File: config.mk
export PLATFORM = sky130hd
export DESIGN_NAME = qwu_fifo
export DESIGN_NICKNAME = d
export VERILOG_FILES = /design/src/rtl/qwu_pkg.sv /design/src/rtl/qwu_fifo.sv
export SDC_FILE = /design/constraint.sdc
export NUM_CORES = 1
export LEC_CHECK = 0
export BUFFER_PORTS_ARGS = -buffer_cell sky130_fd_sc_hd__buf_4
export CORE_MARGIN = 2
export CORE_UTILIZATION = 45
export CTS_CLUSTER_DIAMETER = 100
export DETAILED_ROUTE_END_ITERATION = 10
export PLACE_DENSITY = 0.72
export SLEW_MARGIN = 20
export SYNTH_ARGS = -nofsm -noshare
export SYNTH_HDL_FRONTEND = slang
export SYNTH_SLANG_ARGS = --single-unit
File: constraint.sdc
create_clock -name aclk -period 10.4 [get_ports aclk]
set_input_delay 1.04 -clock aclk [delete_from_list [all_inputs] [get_ports aclk]]
set_output_delay 1.04 -clock aclk [all_outputs]
set_load 0.03 [all_outputs]
File: src/rtl/qwu_pkg.sv
// Shared types, constants and a helper function for the Quickprop weight update block.
package qwu_pkg;

    localparam int Q_FRAC       = 16;
    localparam int STEP_THR     = 65;
    localparam int W_LIMIT      = 98304000;
    localparam int TERM_LOG     = 48;
    localparam int QUOT_BITS    = TERM_LOG + 1;
    localparam int FIFO_DEPTH   = 4;
    localparam int SDIV_BITS    = 47;

    localparam logic [30:0] LR_RST     = 31'd45875;
    localparam logic [15:0] BS_RST     = 16'd1;
    localparam logic [31:0] DECAY_RST  = 32'hFFFF_FFFA;
    localparam logic [30:0] MU_RST     = 31'd114688;
    // Step size and shrink factor that follow from the reset register values
    localparam logic [30:0] EPS_RST    = 31'd45875;
    localparam logic [16:0] SHRINK_RST = 17'd41704;

    typedef enum logic [1:0] {
        REG_LRATE  = 2'd0,
        REG_NBATCH = 2'd1,
        REG_DECAY  = 2'd2,
        REG_MU     = 2'd3
    } reg_index_t;

    typedef enum logic [1:0] {
        CFG_IDLE = 2'd0,
        CFG_EPS  = 2'd1,
        CFG_SHR  = 2'd2
    } cfg_state_t;

    // Configuration values seen by the datapath
    typedef struct packed {
        logic signed [31:0] decay;
        logic        [30:0] mu;
        logic        [30:0] eps;
        logic        [16:0] shrink;
        logic               busy;
    } cfg_bus_t;

    // Classified item between front and back
    typedef struct packed {
        logic signed [31:0] w;
        logic signed [31:0] slope;
        logic               flag;
        logic               grad_on;
        logic               mom;
        logic               sec;
        logic signed [63:0] p_es;
        logic signed [63:0] p_mu;
        logic signed [63:0] num;
        logic signed [32:0] den;
    } q_item_t;

    // Divider pipeline stage contents
    typedef struct packed {
        logic signed [31:0] w;
        logic signed [31:0] slope;
        logic               flag;
        logic               sec;
        logic               dz;
        logic               big;
        logic               zero_num;
        logic               qneg;
        logic signed [63:0] partial;
        logic        [63:0] rem;
        logic        [32:0] d;
        logic [QUOT_BITS-1:0] quot;
    } div_t;

    // Divide a Q32.32 product by 2^16, truncating toward zero
    function automatic logic signed [63:0] trunc16(input logic signed [63:0] p);
        logic signed [63:0] bias;
        bias = p[63] ? 64'sd65535 : 64'sd0;
        return (p + bias) >>> Q_FRAC;
    endfunction

endpackage

File: src/rtl/qwu_fifo.sv
// Short queue between the front and back parts.
module qwu_fifo #(
    parameter int DEPTH = qwu_pkg::FIFO_DEPTH
) (
    input  logic               aclk,
    input  logic               aresetn,
    input  logic               push,
    input  qwu_pkg::q_item_t   push_item,
    input  logic               pop,
    output qwu_pkg::q_item_t   head,
    output logic               empty,
    output logic               full
);
    import qwu_pkg::*;

    localparam int AW = (DEPTH > 1) ? $clog2(DEPTH) : 1;
    localparam int CW = $clog2(DEPTH + 1);

    q_item_t        mem_reg [DEPTH];
    logic [AW-1:0]  wp_reg, rp_reg;
    logic [CW-1:0]  cnt_reg;

    assign empty = (cnt_reg == '0);
    assign full  = (cnt_reg == CW'(DEPTH));
    assign head  = mem_reg[rp_reg];

    always_ff @(posedge aclk) begin
        if (push) mem_reg[wp_reg] <= push_item;
    end

    // Advance pointers and count
    always_ff @(posedge aclk) begin
        if (!aresetn) begin
            wp_reg  <= '0;
            rp_reg  <= '0;
            cnt_reg <= '0;
        end else begin
            if (push) wp_reg <= (wp_reg == AW'(DEPTH - 1)) ? '0 : wp_reg + 1'b1;
            if (pop)  rp_reg <= (rp_reg == AW'(DEPTH - 1)) ? '0 : rp_reg + 1'b1;
            if (push && !pop)      cnt_reg <= cnt_reg + 1'b1;
            else if (pop && !push) cnt_reg <= cnt_reg - 1'b1;
        end
    end

endmodule

==> qor_table.md <==
| Quantity | Value | Unit |
| --- | --- | --- |
| Result of the run | finished, final reports clean | - |
| Summed instance area of the synthesized netlist | 43000 | sq um |
| Largest net degree at the start of global routing | 142 | - |
| Area enclosed by the die boundary | 98040 | sq um |
| CP peak stage delay | 940 | ps |
| Portion of total power attributed to sequential cells | 51.2 | % |
| Hold crit path type | flip-flop to flip-flop | - |
| Wire length of the first global-routing pass | 128.5 | mm |
| Buffers from clock root to sink, at most | 3 | - |
| Post-route clock period utilization | 47.60 | % |
| Vias/cell | 5.300 | - |
| Worst slew margin relative to its limit | 19.88 | % |
| Unrepaired setup endpoints after global routing | false | - |
| Final worst setup slack | 5449 | ps |
| Slew Viols, Final | 0 | - |
| Number of antenna-violating nets in the routed design | 0 | - |
| Routed wire length per instance | 23.98 | um |
| Beginning of the worst hold path | rp_reg[1]$_SDFFE_PN0P_ | - |
| First-pass detailed-route iteration total | 4 | - |
| Data required, critical path | 9360 | ps |
| Effective utilization at floorplan | 45.32 | % |
| Clk root buf | clkbuf_16 | - |
| Filler Cells Inserted | 6907 | - |
| Number of cells produced by synthesis | 1575 | - |
| H-tree depth | 3 | - |
| Post-DP HPWL | 51.80 | mm |
| CTS tree | built | - |
| Average cell area after synthesis | 27.30 | sq um |
| Layout cells sized above 1 | 46.09 | % |
| Category of the worst setup path launch point | flip-flop | - |
| Max Clock Freq | 202.0 | MHz |
| Setup violations, final | 0 | - |
| Area inside the core boundary | 94870 | sq um |
| Syn Nets | 1879 | - |
| Critical-path top delay cell | dfxtp_4 | - |
| Classification of the worst setup path | flip-flop to primary output | - |
| Final nets | 2536 | - |
| Overflow left after global routing | 0 | - |
| Power per cell area | 206.2 | nW/um^2 |
| Initial antenna violation count | 13 | - |
| Net switching share of the total power | 23.06 | % |
| Number of endpoints with negative hold slack in the final report | 0 | - |
| Gate family responsible for the most delay along the worst path | buffers and inverters | - |
| Hold Path Cell Cnt | 2 | - |
| GRT Total Usage | 17.44 | % |
| Pre-CTS WS | 6004 | ps |
| Final WL | 86.34 | mm |
| Part of the Yosys area used for sequential elements | 82.27 | % |
| Count of clock tree sinks | 1181 | - |
| Die Width | 313.1 | um |
| Cell Count, Final, Fillers Out | 3600 | - |
| Synth cell types | 24 | - |
| Critical register-to-register path endpoint | mem_reg[1][108]$_DFFE_PP_ | - |
| Die Span Y | 313.1 | um |
| Register bit total from synthesis | 1181 | - |
| Tightest hold margin | 546.9 | ps |
| Vias after detailed routing | 19.08k | - |
| Ordered cell list for the critical path | buf_4 > buf_12 > mux4_2 > buf_4 | - |
| Number of warnings reported in the yosys synthesis log | 0 | - |
| Leakage power | 0.01733 | uW |
| Worst-skew pair later-pin latency | 690 | ps |
| Number of CTS-inserted buffers | 115 | - |
| Transition time of the tightest slew-check pin | 1202 | ps |
| Final clock skew | 19.97 | ps |
| Setup_tns | 0 | ps |
| Worst reg-to-reg path cell count | 4 | - |
| Hold buffer count at CTS | 0 | - |
| Crit path arrival time | 3910 | ps |
| Starting DRC count in detailed routing | 1597 | - |
| Max reg flops | 1172 | - |
| Area added between synthesis and finish | 21.55 | % |
| Maximum fanout count along the critical path | 98 | - |
| Reg clk slew, reported paths | 60 | ps |
| Power share of the clock group | 37.5 | % |
| Via count of the first global-routing pass | 20.54k | - |
| Comb pwr share | 11.3 | % |
| Number of top-level pins | 592 | - |
| Final period demand of the worst path | 4951 | ps |
| Final weighted congestion in routability-driven placement | 0.7856 | - |
| Worst reg2reg startpoint | wp_reg[1]$_SDFFE_PN0P_ | - |
| Category of the worst setup path capture point | primary output | - |
| Number of placement rows | 113 | - |
| Int Power | 8291 | uW |
| Sw power | 2485 | uW |
| Cell count after placement | 3380 | - |
| Cell type with the highest occurrence count on the critical path | buf_4 | - |
| Number of buffers added for setup after CTS | 0 | - |
| Count of input and output buffers | 591 | - |
| Design Power | 10780 | uW |
| Maximum capacitance violations | 0 | - |
| Buffer and inverter count on the worst path | 3 | - |
| Peak ir drop on the vdd network | 0.0001610 | V |
| Number of gates given a new drive strength after cts | 0 | - |
| Drc violations | 0 | - |
| Register-to-register setup slack | 7960 | ps |
## stage by stage
stage          utilization (%)  area [sq um]
3_5_place_dp             51.16         48540
5_1_grt                  55.09         52260
4_1_cts                  55.07         52250
6_report                 55.09         52260
2_1_floorplan                -         43000
3_3_place_gp             51.16         48540
## worst register-to-register path, stage by stage (launching register included)
cell and delay [ps]:
dfxtp_1 340, inv_1 100, ha_1 140, and2_4 600
buf_12 610
## metal layers
layer / vias to the layer above / share of wire (%) / track usage (%)
met5: - / 0.11 / 0
met4: 14 / 2.8 / 6.035
met3: 170 / 9.2 / 6.590
met2: 698 / 51 / 28.70
met1: 10010 / 37 / 21.25
li1: 8190 / - / -
## worst max-delay path by stage
stage | from | end | slack [ps] | cells after the start
after CTS | flip-flop | head[178] | 5220 | 4
final | flip-flop | head[178] | 5450 | 4
after floorplan | push | mem_reg[0][0]$_DFFE_PP_ | 2060 | 1
after global placement | flip-flop | head[141] | 5990 | 4
after detailed placement | flip-flop | head[178] | 6000 | 4
after global routing | flip-flop | head[178] | 5030 | 4
## cell families after synthesis
family	count (synthesis)	share of synthesized area, %
DFF	1181	82.27
AOI/OAI and AO/OA	3	0.04656
and+or+nand+nor	15	0.2095
adders and majority gates	7	0.2212
muxes	297	15.44
buffers and inverters	70	1.772
xor gates and xnor gates	2	0.04075
## cells in the mapped netlist (all sizes together)
library cell	number	area, sq um
inv	4	15.01
nor2b	5	31.28
ha	6	75.07
xor2	1	8.760
clkbuf	4	15.01
and2	5	31.28
mux2i	4	40.04
dfxtp	9	180.2
xnor2	1	8.760
nor3b	1	7.510
nor2	1	3.750
or3	1	6.260
nor3	2	10.01
buf	62	731.9
o21a	1	7.510
a21boi	1	7.510
mux4	293	6599
fa	1	20.02
edfxtp	1172	35190
o21ai	1	5.000
## placed cells by master (no fill, tap or decap)
cell        Yosys  layout
edfxtp_1     1172    1172
buf_4           2     595
mux4_2        293     293
clkbuf_16       0     117
clkbuf_1        4      25
clkinv_2        0      21
clkinv_1        0      20
buf_12         22      11
bufinv_16       0      10
diode_2         0       7
clkinvlp_4      0       7
dfxtp_1         9       7
ha_1            6       6
nor2b_1         5       5
inv_6           0       5
inv_1           4       4
and2_4          0       4
mux2i_1         4       4
clkinv_8        0       3
clkbuf_8        0       3
nor3_1          2       2
dfxtp_4         0       2
nor3b_1         1       1
xnor2_1         1       1
and2_1          5       1
nor2_1          1       1
o21a_1          1       1
xor2_1          1       1
o21ai_0         1       1
or3_1           1       1
a21boi_0        1       1
fa_1            1       1
clkinv_4        0       1
inv_8           0       1
## power groups by stage
| stage | clock network [uW] | logic, uW | registers, uW |
|---|---|---|---|
| 2_1_floorplan | 0 | 764 | 5650 |
| 4_1_cts | 4130 | 1240 | 5520 |
| 5_1_grt | 4300 | 1280 | 5540 |
| 3_3_place_gp | 0 | 1220 | 5610 |
| 3_5_place_dp | 0 | 1230 | 5620 |
| 6_report | 4040 | 1220 | 5520 |
## cell type report
cell class | instances | area [sq um] | share of cell area [%]
sequential | 1181 | 35380 | 67.70
inverter | 4 | 15.01 | 0.02873
tap | 1265 | 1583 | 3.028
clock inverter | 68 | 645.6 | 1.235
multi-input combinational | 324 | 6872 | 13.15
antenna | 7 | 17.52 | 0.03352
timing repair buffer | 606 | 4687 | 8.968
clock buffer | 145 | 3063 | 5.861
No activity file was read; power rests on OpenSTA's default activity.
