===== src/rtl/qwu_pkg.sv =====
// Shared types, constants and a helper function for the Quickprop weight update block.
package qwu_pkg;

    localparam int Q_FRAC       = 16;
    localparam int STEP_THR     = 65;
    localparam int W_LIMIT      = 98304000;
    localparam int TERM_LOG     = 48;
    localparam int QUOT_BITS    = TERM_LOG + 1;
    localparam int FIFO_DEPTH   = 4;
    localparam int SDIV_BITS    = 47;

    localparam logic [30:0] LR_RST     = 31'd45875;
    localparam logic [15:0] BS_RST     = 16'd1;
    localparam logic [31:0] DECAY_RST  = 32'hFFFF_FFFA;
    localparam logic [30:0] MU_RST     = 31'd114688;
    // Step size and shrink factor that follow from the reset register values
    localparam logic [30:0] EPS_RST    = 31'd45875;
    localparam logic [16:0] SHRINK_RST = 17'd41704;

    typedef enum logic [1:0] {
        REG_LRATE  = 2'd0,
        REG_NBATCH = 2'd1,
        REG_DECAY  = 2'd2,
        REG_MU     = 2'd3
    } reg_index_t;

    typedef enum logic [1:0] {
        CFG_IDLE = 2'd0,
        CFG_EPS  = 2'd1,
        CFG_SHR  = 2'd2
    } cfg_state_t;

    // Configuration values seen by the datapath
    typedef struct packed {
        logic signed [31:0] decay;
        logic        [30:0] mu;
        logic        [30:0] eps;
        logic        [16:0] shrink;
        logic               busy;
    } cfg_bus_t;

    // Classified item between front and back
    typedef struct packed {
        logic signed [31:0] w;
        logic signed [31:0] slope;
        logic               flag;
        logic               grad_on;
        logic               mom;
        logic               sec;
        logic signed [63:0] p_es;
        logic signed [63:0] p_mu;
        logic signed [63:0] num;
        logic signed [32:0] den;
    } q_item_t;

    // Divider pipeline stage contents
    typedef struct packed {
        logic signed [31:0] w;
        logic signed [31:0] slope;
        logic               flag;
        logic               sec;
        logic               dz;
        logic               big;
        logic               zero_num;
        logic               qneg;
        logic signed [63:0] partial;
        logic        [63:0] rem;
        logic        [32:0] d;
        logic [QUOT_BITS-1:0] quot;
    } div_t;

    // Divide a Q32.32 product by 2^16, truncating toward zero
    function automatic logic signed [63:0] trunc16(input logic signed [63:0] p);
        logic signed [63:0] bias;
        bias = p[63] ? 64'sd65535 : 64'sd0;
        return (p + bias) >>> Q_FRAC;
    endfunction

endpackage


===== src/rtl/qwu_cfg.sv =====
// Configuration registers and the serial divider for step size and shrink factor.
module qwu_cfg (
    input  logic                 aclk,
    input  logic                 aresetn,
    input  logic                 cfg_valid,
    output logic                 cfg_ready,
    input  logic [1:0]           cfg_index,
    input  logic [31:0]          cfg_data,
    output qwu_pkg::cfg_bus_t    cfg_out
);
    import qwu_pkg::*;

    logic [30:0] lr_reg;
    logic [15:0] bs_reg;
    logic signed [31:0] decay_reg;
    logic [30:0] mu_reg;
    logic [30:0] eps_reg;
    logic [16:0] shrink_reg;
    cfg_state_t  state_reg, state_next;
    logic [5:0]  cnt_reg;
    logic [SDIV_BITS-1:0] dvd_reg;
    logic [31:0] rem_reg;
    logic [31:0] dvs_reg;
    logic        wr, start, last_bit;
    logic [32:0] rem_sh;
    logic        qbit;
    logic [32:0] rem_sub;

    assign wr        = cfg_valid && cfg_ready;
    assign start     = wr && (reg_index_t'(cfg_index) != REG_DECAY);
    assign last_bit  = (cnt_reg == 6'(SDIV_BITS - 1));
    assign cfg_ready = (state_reg == CFG_IDLE);

    // One quotient bit per cycle
    assign rem_sh  = {rem_reg, dvd_reg[SDIV_BITS-1]};
    assign qbit    = (rem_sh >= {1'b0, dvs_reg});
    assign rem_sub = rem_sh - {1'b0, dvs_reg};

    // Next state
    always_comb begin
        state_next = state_reg;
        unique case (state_reg)
            CFG_IDLE: if (start) state_next = CFG_EPS;
            CFG_EPS:  if (last_bit) state_next = CFG_SHR;
            CFG_SHR:  if (last_bit) state_next = CFG_IDLE;
            default:  state_next = CFG_IDLE;
        endcase
    end

    // Outputs
    always_comb begin
        cfg_out.decay  = decay_reg;
        cfg_out.mu     = mu_reg;
        cfg_out.eps    = eps_reg;
        cfg_out.shrink = shrink_reg;
        cfg_out.busy   = (state_reg != CFG_IDLE);
    end

    always_ff @(posedge aclk) begin
        if (!aresetn) begin
            state_reg  <= CFG_IDLE;
            lr_reg     <= LR_RST;
            bs_reg     <= BS_RST;
            decay_reg  <= DECAY_RST;
            mu_reg     <= MU_RST;
            eps_reg    <= EPS_RST;
            shrink_reg <= SHRINK_RST;
            cnt_reg    <= '0;
        end else begin
            state_reg <= state_next;
            // Take register writes
            if (wr) begin
                unique case (reg_index_t'(cfg_index))
                    REG_LRATE:  lr_reg    <= cfg_data[30:0];
                    REG_NBATCH: bs_reg    <= cfg_data[15:0];
                    REG_DECAY:  decay_reg <= cfg_data;
                    REG_MU:     mu_reg    <= cfg_data[30:0];
                    default: ;
                endcase
            end
            if (state_reg == CFG_IDLE) begin
                cnt_reg <= '0;
            end else begin
                cnt_reg <= last_bit ? 6'd0 : cnt_reg + 6'd1;
                if (last_bit && state_reg == CFG_EPS) eps_reg <= {dvd_reg[29:0], qbit};
                if (last_bit && state_reg == CFG_SHR) shrink_reg <= {dvd_reg[15:0], qbit};
            end
        end
    end

    // Divider datapath: load operands, then shift quotient bits in
    always_ff @(posedge aclk) begin
        if (state_reg == CFG_IDLE || (state_reg == CFG_EPS && last_bit)) begin
            rem_reg <= '0;
            if (state_reg == CFG_IDLE) begin
                dvd_reg <= {16'd0, (reg_index_t'(cfg_index) == REG_LRATE)
                                   ? cfg_data[30:0] : lr_reg};
                if (reg_index_t'(cfg_index) == REG_NBATCH)
                    dvs_reg <= (cfg_data[15:0] == 16'd0) ? 32'd1 : {16'd0, cfg_data[15:0]};
                else
                    dvs_reg <= (bs_reg == 16'd0) ? 32'd1 : {16'd0, bs_reg};
            end else begin
                dvd_reg <= {mu_reg, 16'd0};
                dvs_reg <= 32'd65536 + {1'b0, mu_reg};
            end
        end else begin
            rem_reg <= qbit ? rem_sub[31:0] : rem_sh[31:0];
            dvd_reg <= {dvd_reg[SDIV_BITS-2:0], qbit};
        end
    end

endmodule


===== config.mk =====
export PLATFORM = sky130hd
export DESIGN_NAME = qwu_cfg
export DESIGN_NICKNAME = d
export VERILOG_FILES = /design/src/rtl/qwu_pkg.sv /design/src/rtl/qwu_cfg.sv
export SDC_FILE = /design/constraint.sdc
export NUM_CORES = 1
export LEC_CHECK = 0
export BUFFER_PORTS_ARGS = -buffer_cell sky130_fd_sc_hd__buf_2
export CORE_UTILIZATION = 53
export CTS_CLUSTER_SIZE = 20
export DETAILED_ROUTE_END_ITERATION = 8
export PLACE_DENSITY = 0.76
export SLEW_MARGIN = 40
export SYNTH_ARGS = -nofsm -noshare
export SYNTH_HDL_FRONTEND = slang
export SYNTH_SLANG_ARGS = --single-unit

===== constraint.sdc =====
create_clock -name aclk -period 3.13 [get_ports aclk]
set_clock_uncertainty 0.15 [all_clocks]
set_input_delay 0.7825 -clock aclk [delete_from_list [all_inputs] [get_ports aclk]]
set_output_delay 0.7825 -clock aclk [all_outputs]
set_load 0.005 [all_outputs]

==> Implementation_results.wiki, run 1 <==
{| class="wikitable"
! Metric !! Value
|-
| Outcome || finished clean
|-
| Ports || 150
|-
| Crit path setup slack, layout || 0.133 ns
|-
| Floorplan die width || 155 µm
|-
| Number of vias per cell after detailed routing || 5.55
|-
| Sequential area share after synthesis || 47.0%
|-
| Clock tree root buffer cell || clkbuf_16
|-
| Antenna violations before repair || 0
|-
| Antenna violation net count after detailed routing || 0
|-
| Critical Path Start Type || register
|-
| Flip-flop count of the largest register, all copies and words added || 47
|-
| GP Congestion || 0.910
|-
| Maximum buffer depth of the clock tree || 3
|-
| Setup crit end kind || register
|-
| Aggregate negative setup slack || 0 ns
|-
| Count of final setup violators || 0
|-
| Worst Max-Slew Pin Slew || 0.680 ns
|-
| Count of standard-cell rows || 55
|-
| Required arrival time at the worst endpoint || 3.44 ns
|-
| Average wire per cell in the routed design || 16.9 µm
|-
| Capture instance of the worst register-to-register path || rem_reg[12]
|-
| RSZ-0062 raised after global routing || false
|-
| Leading register cell type out of synthesis || dfxtp_1
|-
| Launching point of the worst reg2reg path || dvs_reg[15]
|-
| Final standard cell count with taps included and fillers excluded || 1,924
|-
| Clock network latency to the later pin of the worst-skew pair || 0.54 ns
|-
| Worst relative slew slack || 54.5%
|-
| Pin count of the biggest net entering global routing || 81
|-
| Starting DRC count in detailed routing || 909
|-
| Slack of the worst reg-to-reg path || 0.13 ns
|-
| Number of distinct library cells after synthesis || 61
|-
| Layout overhead on the synthesized area || 17.1%
|-
| Worst hold path cell count || 2
|-
| Number of clock buffers inserted by TritonCTS || 28
|-
| Initial cell density of the core || 54.6%
|-
| Static leakage || 6.24 nW
|-
| Number of flip-flops and latches in the synthesized netlist || 277
|-
| Number of H-tree branching levels || 1
|-
| Die Y-Extent || 155 µm
|-
| Mapped Area || 12,500 µm²
|-
| Final Hold Viols || 0
|-
| # placed instances || 1,869
|-
| Final Routed Wirelength || 32.6 mm
|-
| Fin crit share || 95.8%
|-
| Place WS || 0.00613 ns
|-
| Hold Crit Class || reg2reg
|-
| Standard cell core area || 22,800 µm²
|-
| Commonest non-fill, non-tap cell in the layout || nand2_1
|-
| Type of the setup path with the least slack || reg2reg
|-
| DIE AREA || 24,100 µm²
|-
| TritonCTS clock tree || yes
|-
| Global Route Usage Sum || 26.8%
|-
| Number of design rule violations left after detail routing || 0
|-
| Ratio of cells with drive above 1 in the final layout || 15.8%
|-
| Startpoint of the worst hold path || dvd_reg[40]
|-
| Max-slew violation count || 0
|-
| Post-synth net total || 1,540
|-
| Clock sinks || 277
|-
| Number of standard cells after synthesis || 1,467
|-
| Number of violations of the max-capacitance limit || 0
|-
| Total of fill cells in the finished design || 1,963
|-
| Number of cells traversed by the worst register-to-register path || 11
|-
| Endpoint, Worst Hold || dvd_reg[41]
|-
| Count of vias placed by the detailed router || 10.7k
|-
| Synth async-reset ratio || 0%
|-
| Yosys synthesis warning count || 0
|-
| Wire length of the first global-routing pass || 51.8 mm
|-
| Highest fanout seen on the critical path || 8
|-
| Commonest non-fill, non-tap cells in the layout || nand2_1 (387), dfxtp_1 (245), buf_2 (148)
|-
| Number of diodes added for antenna fixing || 0
|-
| Peak VDD IR || 0.000455 V
|-
| Average instance area after synthesis || 8.50 µm²
|-
| Overall power of the completed layout || 0.0121 W
|-
| Remaining global-route overflow || 0
|-
| Power density normalized to cell area || 832 nW/µm²
|-
| Number of detailed-routing iterations run before antenna repair || 5
|-
| Vias in the first global route || 9,740
|-
| Detailed placer's ending HPWL || 22.9 mm
|-
| Achievable clock frequency || 0.334 GHz
|-
| Total number of nets in the final design || 1,662
|-
| Count of flip-flops with a built-in enable after synthesis || 32
|-
| Buffers added on ports || 149
|-
| Final worst path period need || 3.00 ns
|-
| Arrival time at the worst endpoint || 3.31 ns
|-
| Clock-pin slew on the worst setup and hold paths || 0.06 ns
|}
==> synth_stat cells (14+ instances only) <==
master    instances  area, µm²
a22oi_1          15        113
ha_1             35        438
inv_1            43        161
a21oi_1          28        140
o21ai_0          58        290
nor2_1           69        259
clkbuf_1         77        289
mux2i_1          70        701
nand3_1         113        566
a21boi_0         99        743
a21o_1           14        105
xnor2_1          16        140
nand2_1         387       1450
edfxtp_1         32        961
xor2_1           23        201
dfxtp_1         245       4900
==> power by group <==
group	internal [W]	total [W]	leakage, nW	switching, W
Combinational	0.00213	0.00456	3.41	0.00243
Clock	0.00209	0.00346	0.478	0.00138
Sequential	0.00391	0.00412	2.35	0.000209
==> cells by family after synthesis <==
group	count (synthesis)	synth area share [%]
fa+ha+maj	36	3.67
xor+xnor	39	2.74
compound gates	261	14.2
simple gates	648	22.4
buf+inv	136	4.32
mux	70	5.62
flops	277	47.0
==> final cells by class <==
class                           instances  area (µm²)  area share (%)
Tap cell                              313         392            2.68
Timing Repair Buffer                  185        1070            7.32
Clock inverter                         12         138           0.943
Sequential cell                       277        5870            40.2
Multi-Input combinational cell       1054        6150            42.1
Clock buffer                           40         828            5.67
Inverter                               43         161            1.11
==> what timing repair did <==
item | 4_1_cts | 5_1_grt
setup endpoints to repair | 7 | 30
gates resized for setup | 0 | 8
hold buffers | 0 | 0
pin swaps | 1 | 0
buffers inserted | 3 | 0
==> through the flow <==
step	cell area (µm²)	hold slack (ns)	utilization, %
final	14600	0.281	63.9
after detailed placement	13600	0.276	59.4
after floorplan	12500	0.270	-
after global routing	14600	0.298	63.9
after global placement	13600	0.274	59.4
after CTS	14600	0.284	63.7
==> per-layer routing <==
layer	wire length (µm)	GRT usage (%)
met1	15700	39.7
met2	14500	41.7
met3	2000	3.57
met4	452	5.51
met5	0	0
==> worst max path at each step <==
stage                             from     endpoint  cells past startpoint
final                      dvs_reg[15]  rem_reg[12]                     11
after global routing       dvs_reg[15]  rem_reg[25]                     12
after CTS                  dvs_reg[16]  rem_reg[19]                     12
after detailed placement   dvs_reg[16]   rem_reg[8]                     12
after global placement     dvs_reg[16]   rem_reg[8]                     12
after floorplan           state_reg[1]   dvs_reg[0]                      8
==> worst max-delay path, stage by stage, from the launching register on <==
cell and delay, ns:
edfxtp_1 0.32, inv_1 0.04, ha_2 0.37, nand2_2 0.09
o211ai_1 0.20, a31oi_1 0.12, a31o_1 0.24, or4_4 0.54
a21boi_2 0.21, nor2_4 0.11, or3b_1 0.38, a21oi_1 0.15
Power figures use the tool's default switching activity.
==> run 2, diff against run 1 <==
ABC_CLOCK_PERIOD_IN_PS = 3130   (was default)
CORE_UTILIZATION = 55   (was 53)
CTS_BUF_LIST = sky130_fd_sc_hd__clkbuf_8   (was default)
PLACE_DENSITY = 0.78   (was 0.76)
==> Implementation_results.wiki, run 2 (synthesized netlist as in run 1, its figures left out) <==
{| class="wikitable"
! Metric !! Value
|-
| Starting DRC count in detailed routing || 942 (+3.6%)
|-
| Outcome || finished with violations
|-
| Final Routed Wirelength || 33.2 mm (+2.0%)
|-
| Standard cell core area || 22,000 µm² (-3.6%)
|-
| Flip-flop count of the largest register, all copies and words added || 47 (unchanged)
|-
| Final Hold Viols || 0 (unchanged)
|-
| Hold Crit Class || reg2reg
|-
| Final worst path period need || 2.99 ns (-0.00411 ns)
|-
| Total number of nets in the final design || 1,681 (+1.1%)
|-
| Fraction of the core area covered by cells at the end of the flow || 65.4% (+1.5 points)
|-
| Commonest non-fill, non-tap cell in the layout || nand2_1
|-
| Switch share || 35.3% (+2.2 points)
|-
| Clock network latency to the later pin of the worst-skew pair || 0.54 ns (about the same)
|-
| Clock tree root buffer cell || clkbuf_8
|-
| Type of the setup path with the least slack || reg2reg
|-
| DIE AREA || 23,300 µm² (-3.6%)
|-
| Floorplan die width || 153 µm (-1.8%)
|-
| Pin count of the biggest net entering global routing || 99 (+22%)
|-
| Max-slew violation count || 0 (unchanged)
|-
| Maximum buffer depth of the clock tree || 3 (unchanged)
|-
| Post-CTS Hold Buffers || 0 (unchanged)
|-
| RSZ-0062 raised after global routing || false
|-
| Share of total power in combinational logic || 40.8% (+3.3 points)
|-
| Place WS || -0.0779 ns (-0.0840 ns)
|-
| Global-route met2 utilization || 43.7% (+2.0 points)
|-
| Commonest non-fill, non-tap cells in the layout || nand2_1 (387), dfxtp_1 (245), buf_2 (148)
|-
| Average wire per cell in the routed design || 17.4 µm (+2.6%)
|-
| Required arrival time at the worst endpoint || 3.39 ns (-0.05 ns)
|-
| Antenna violations before repair || 0 (unchanged)
|-
| Number of diodes added for antenna fixing || 0 (unchanged)
|-
| Fin crit share || 95.6% (-0.13 points)
|-
| Ports || 150 (unchanged)
|-
| Count of vias placed by the detailed router || 10.9k (+2.1%)
|-
| Count of standard-cell rows || 54 (-1.8%)
|-
| Arrival time at the worst endpoint || 3.25 ns (-0.06 ns)
|-
| TritonCTS clock tree || yes
|-
| Crit path setup slack, layout || 0.137 ns (+0.00411 ns)
|-
| Layout overhead on the synthesized area || 15.5%
|-
| Die Y-Extent || 153 µm (-1.8%)
|-
| Number of detailed-routing iterations run before antenna repair || 9 (+4)
|-
| Ratio of cells with drive above 1 in the final layout || 16.4% (+0.58 points)
|-
| Number of design rule violations left after detail routing || 5 (+5)
|-
| Clock network power share || 23.8% (-4.7 points)
|-
| Worst relative slew slack || 45.1% (-9.4 points)
|-
| Power density normalized to cell area || 810 nW/µm² (-2.6%)
|-
| Failing checks || design-rule violations
|-
| Layer with the highest usage after global routing || met2
|-
| Antenna violation net count after detailed routing || 0 (unchanged)
|-
| Number of clock buffers inserted by TritonCTS || 43 (+54%)
|-
| Met1 GRT Util || 39.9% (+0.18 points)
|-
| Achievable clock frequency || 0.334 GHz (+0.14%)
|-
| Setup crit end kind || register
|-
| NetSw || 0.00411 W (+2.4%)
|-
| Static leakage || 6.23 nW (-0.12%)
|-
| Clock-pin slew on the worst setup and hold paths || 0.06 ns (about the same)
|-
| Worst Max-Slew Pin Slew || 0.824 ns (+0.144 ns)
|-
| Vias in the first global route || 10.3k (+5.4%)
|-
| Number of violations of the max-capacitance limit || 0 (unchanged)
|-
| Initial cell density of the core || 56.6% (+2.0 points)
|-
| Internal power || 0.00755 W (-7.1%)
|-
| Wire length of the first global-routing pass || 52.9 mm (+2.2%)
|-
| GP Congestion || 0.922 (+1.3%)
|-
| Buffers added on ports || 149 (unchanged)
|-
| Aggregate negative setup slack || 0 ns (unchanged)
|-
| Final standard cell count with taps included and fillers excluded || 1,913 (-0.57%)
|-
| Count of final setup violators || 0 (unchanged)
|-
| Detailed placer's ending HPWL || 23.4 mm (+2.4%)
|-
| Critical Path Start Type || register
|-
| Sequential power share || 35.4% (+1.5 points)
|-
| Met3 track demand over resource || 4.10% (+0.53 points)
|-
| Global Route Usage Sum || 28.1% (+1.3 points)
|-
| Peak VDD IR || 0.000540 V (+19%)
|-
| # placed instances || 1,840 (-1.6%)
|-
| Number of vias per cell after detailed routing || 5.69 (+2.6%)
|-
| Highest fanout seen on the critical path || 12 (+4)
|-
| Remaining global-route overflow || 0 (unchanged)
|-
| Clock sinks || 277 (unchanged)
|-
| Number of H-tree branching levels || 2 (+1)
|}
run 2: cell count changes in the layout (fill, tap and decap cells not counted), sizes merged:
| cell | change |
|---|---|
| inv | +14 |
| clkbuf | +10 |
| buf | +4 |
| clkinv | -4 |
| bufinv | -3 |
| clkinvlp | +1 |
run 2: repair_timing:
action	4_1_cts	5_1_grt
gates resized for setup	0	8
setup endpoints to repair	15	24
pin swaps	1	2
buffers inserted	2	1
run 2: final timing paths:
path                             startpoint  depth (start not counted)  slack [ns]          end
worst max register to register  dvs_reg[16]                         12        0.14   rem_reg[5]
worst min register to register  dvd_reg[39]                          2        0.28  dvd_reg[40]
worst max-delay path            dvs_reg[16]                         12        0.14   rem_reg[5]
worst min-delay path            dvd_reg[39]                          2        0.28  dvd_reg[40]
run 2: critical path: stages, from the launching register on:
cell and delay, ns:
edfxtp_1 0.36, inv_1 0.07, ha_2 0.30, a21oi_1 0.28, o21ai_0 0.17, or3b_1 0.38, a21oi_2 0.13, or4_4 0.16
a21boi_4 0.06, nor2_4 0.31, buf_12 0.20, mux2i_1 0.22, nor2_1 0.06
run 2: area by class of cell:
cell class | count | area, µm²
multi-input combinational | 1054 | 6140
timing repair buffer | 189 | 1110
clock inverter | 20 | 80.1
inverter | 43 | 161
clock buffer | 50 | 688
sequential | 277 | 5870
tap | 280 | 350
fill | 1840 | 7620
run 2: per-stage QoR:
stage                     area, µm²  hold slack [ns]  total power [W]
after floorplan               12500            0.270          0.00748
after global placement        13600            0.271          0.00844
after detailed placement      13600            0.278          0.00856
after CTS                     14400            0.285           0.0115
after global routing          14400            0.305           0.0123
final                         14400            0.282           0.0117
run 2: layer usage:
metal  wire length (µm)  vias up
met5                  0        -
met4                908        0
met3               2180       76
met2              14800      428
met1              15400     5116
li1                   -     5271
run 2: power by group through the flow:
| stage | Combinational, W | Sequential [W] | Clock [W] |
|---|---|---|---|
| after floorplan | 0.00336 | 0.00412 | 0 |
| after global placement | 0.00426 | 0.00419 | 0 |
| after detailed placement | 0.00436 | 0.00419 | 0 |
| after CTS | 0.00454 | 0.00412 | 0.00280 |
| after global routing | 0.00517 | 0.00416 | 0.00296 |
| final | 0.00476 | 0.00413 | 0.00278 |
==> run 3, diff against run 2 <==
ABC_AREA = 1   (was default)
==> Implementation_results.wiki, run 3 <==
{| class="wikitable"
! Metric !! Value
|-
| Outcome || finished clean
|-
| Sequential area share after synthesis || 43.4% (-3.6 points)
|-
| Post-cts sizing count || 0 (unchanged)
|-
| Remaining global-route overflow || 0 (unchanged)
|-
| Antenna violations before repair || 0 (unchanged)
|-
| Slack of the worst reg-to-reg path || 0.57 ns (+0.43 ns)
|-
| Flip-flop count of the largest register, all copies and words added || 47 (unchanged)
|-
| Antenna violation net count after detailed routing || 0 (unchanged)
|-
| Global Route Usage Sum || 31.7% (+3.6 points)
|-
| Total number of nets in the final design || 2,063 (+23%)
|-
| Clock-pin slew on the worst setup and hold paths || 0.06 ns (about the same)
|-
| Number of vias per cell after detailed routing || 5.39 (-5.4%)
|-
| Setup crit end kind || output port
|-
| Ratio of cells with drive above 1 in the final layout || 17.3% (+0.97 points)
|-
| Place WS || 0.618 ns (+0.696 ns)
|-
| Number of design rule violations left after detail routing || 0 (-5)
|-
| Count of vias placed by the detailed router || 12.6k (+16%)
|-
| Starting DRC count in detailed routing || 1,026 (+8.9%)
|-
| Average wire per cell in the routed design || 16.8 µm (-3.4%)
|-
| Peak VDD IR || 0.000422 V (-22%)
|-
| Max-slew violation count || 0 (unchanged)
|-
| Number of buffers inserted to repair setup after CTS || 0 (-2)
|-
| Clock tree root buffer cell || clkbuf_8
|-
| Number of standard cells after synthesis || 1,857 (+27%)
|-
| Type of the setup path with the least slack || reg2out
|-
| Fraction of the core area covered by cells at the end of the flow || 65.0% (-0.41 points)
|-
| Static leakage || 7.21 nW (+16%)
|-
| TritonCTS clock tree || yes
|-
| Post-CTS Hold Buffers || 0 (unchanged)
|-
| Count of standard-cell rows || 56 (+3.7%)
|-
| Fin crit share || 82.3% (-13 points)
|-
| Average instance area after synthesis || 7.27 µm² (-14%)
|-
| Synth async-reset ratio || 0% (unchanged)
|-
| Clock network latency to the later pin of the worst-skew pair || 0.58 ns (+0.04 ns)
|-
| Library cell with the largest summed area after synthesis || dfxtp_1
|-
| Final Hold Viols || 0 (unchanged)
|-
| Highest fanout seen on the critical path || 28 (+16)
|-
| Critical Path Start Type || register
|-
| Layout overhead on the synthesized area || 14.3%
|-
| Post-synth net total || 1,930 (+25%)
|-
| Most frequent cell after synthesis || nand2_1
|-
| Arrival time at the worst endpoint || 1.64 ns (-1.61 ns)
|-
| Hold Crit Class || in2reg
|-
| Count of final setup violators || 0 (unchanged)
|-
| Pin count of the biggest net entering global routing || 108 (+9.1%)
|-
| Number of distinct library cells after synthesis || 47 (-23%)
|-
| Vias in the first global route || 12.0k (+17%)
|-
| Ports || 150 (unchanged)
|-
| RSZ-0062 raised after global routing || false
|-
| Number of H-tree branching levels || 2 (unchanged)
|-
| Yosys synthesis warning count || 0 (unchanged)
|-
| Required arrival time at the worst endpoint || 2.20 ns (-1.19 ns)
|-
| Clock sinks || 277 (unchanged)
|-
| Power density normalized to cell area || 744 nW/µm² (-8.2%)
|-
| Floorplan die width || 159 µm (+4.0%)
|-
| Commonest cells in the netlist || nand2_1 (516), inv_1 (252), dfxtp_1 (245)
|-
| Final standard cell count with taps included and fillers excluded || 2,345 (+23%)
|-
| Initial cell density of the core || 56.8% (+0.22 points)
|-
| Crit path setup slack, layout || 0.553 ns (+0.417 ns)
|-
| Final Routed Wirelength || 39.4 mm (+18%)
|-
| Buffers added on ports || 149 (unchanged)
|-
| Leading register cell type out of synthesis || dfxtp_1
|-
| Achievable clock frequency || 0.388 GHz (+16%)
|-
| Final worst path period need || 2.58 ns (-0.417 ns)
|-
| Mapped Area || 13,500 µm² (+8.3%)
|-
| Detailed placer's ending HPWL || 28.7 mm (+22%)
|-
| Die Y-Extent || 159 µm (+4.0%)
|-
| Number of violations of the max-capacitance limit || 0 (unchanged)
|-
| Number of detailed-routing iterations run before antenna repair || 8 (-1)
|-
| Main area contributors after synthesis || dfxtp_1 (36%), nand2_1 (14%), edfxtp_1 (7.1%), inv_1 (7.0%), o21ai_0 (5.8%)
|-
| Commonest non-fill, non-tap cell in the layout || nand2_1
|-
| # placed instances || 2,262 (+23%)
|-
| Wire length of the first global-routing pass || 61.3 mm (+16%)
|-
| Commonest non-fill, non-tap cells in the layout || nand2_1 (514), inv_1 (260), dfxtp_1 (245)
|-
| Number of diodes added for antenna fixing || 0 (unchanged)
|-
| Worst relative slew slack || 45.3% (+0.22 points)
|-
| Worst Max-Slew Pin Slew || 0.820 ns (-0.00422 ns)
|-
| DIE AREA || 25,200 µm² (+8.1%)
|-
| Share of the synthesized area in the top cell type || 36.3% (-3.0 points)
|-
| Aggregate negative setup slack || 0 ns (unchanged)
|-
| Maximum buffer depth of the clock tree || 3 (unchanged)
|-
| Count of flip-flops with a built-in enable after synthesis || 32 (unchanged)
|-
| Standard cell core area || 23,800 µm² (+7.8%)
|-
| GP Congestion || 1.00 (+8.8%)
|-
| Number of flip-flops and latches in the synthesized netlist || 277 (unchanged)
|-
| Number of clock buffers inserted by TritonCTS || 45 (+4.7%)
|}
==> run 3: cell types whose count changed after synthesis, moves of 21 or more <==
cell / delta
o211ai_1: +27
nand2_2: +26
clkbuf_1: -30
mux2i_1: -68
a21oi_1: +126
nor2_1: +21
nand2_1: +129
nand3_1: -46
o21ai_0: +98
a21boi_0: -99
inv_1: +209
==> run 3: final timing paths <==
check,from,end,cells after the start
worst max-delay path,state_reg[1],cfg_ready,3
worst min-delay path,cfg_data[31],decay_reg[31],3
worst max register to register,dvs_reg[15],rem_reg[7],14
worst min register to register,dvd_reg[37],dvd_reg[38],2
==> run 3: cell families (layout without fill, tap and decap cells) <==
logic type	count (synthesis)	count (layout)	share of synthesized area, %
AND/OR/NAND/NOR	783	783	25.1
buffers and inverters	353	522	10.6
AO/OA/AOI/OAI	381	381	15.6
flip-flops	277	277	43.4
XOR/XNOR	20	20	1.30
adder cells (fa/ha/maj)	36	36	3.39
multiplexers	7	7	0.565
==> run 3: metal layers <==
layer | wire (µm) | global-route usage (%)
met1 | 15800 | 38.2
met2 | 18700 | 53.8
met3 | 2820 | 5.58
met4 | 2030 | 17.0
met5 | 0 | 0
==> run 3: cell type report <==
cell class / count / area (µm²)
fill: 2096 / 8320
clock inverter: 28 / 254
inverter: 271 / 1020
multi-input combinational: 1227 / 6220
timing repair buffer: 168 / 913
clock buffer: 55 / 757
tap: 319 / 399
sequential: 277 / 5870
==> run 3: critical path: stages (launching register included) <==
cell and delay (ns):
dfxtp_1 0.34, nor2_2 0.19, buf_4 0.34, buf_2 0.19
==> run 3: power by group <==
| part | internal, W | switching (W) | leakage, nW |
|---|---|---|---|
| clock network | 0.00195 | 0.00150 | 0.554 |
| registers | 0.00390 | 0.000201 | 2.35 |
| logic | 0.00121 | 0.00272 | 4.30 |
| total | 0.00706 | 0.00442 | 7.21 |
==> run 3: per-stage QoR <==
step           total power (W)  cell area (µm²)  hold slack (ns)
4_1_cts                 0.0115            15400            0.253
5_1_grt                 0.0121            15400            0.258
6_report                0.0115            15400            0.266
3_5_place_dp           0.00805            14400            0.269
3_3_place_gp           0.00798            14400            0.260
2_1_floorplan          0.00719            13500            0.256
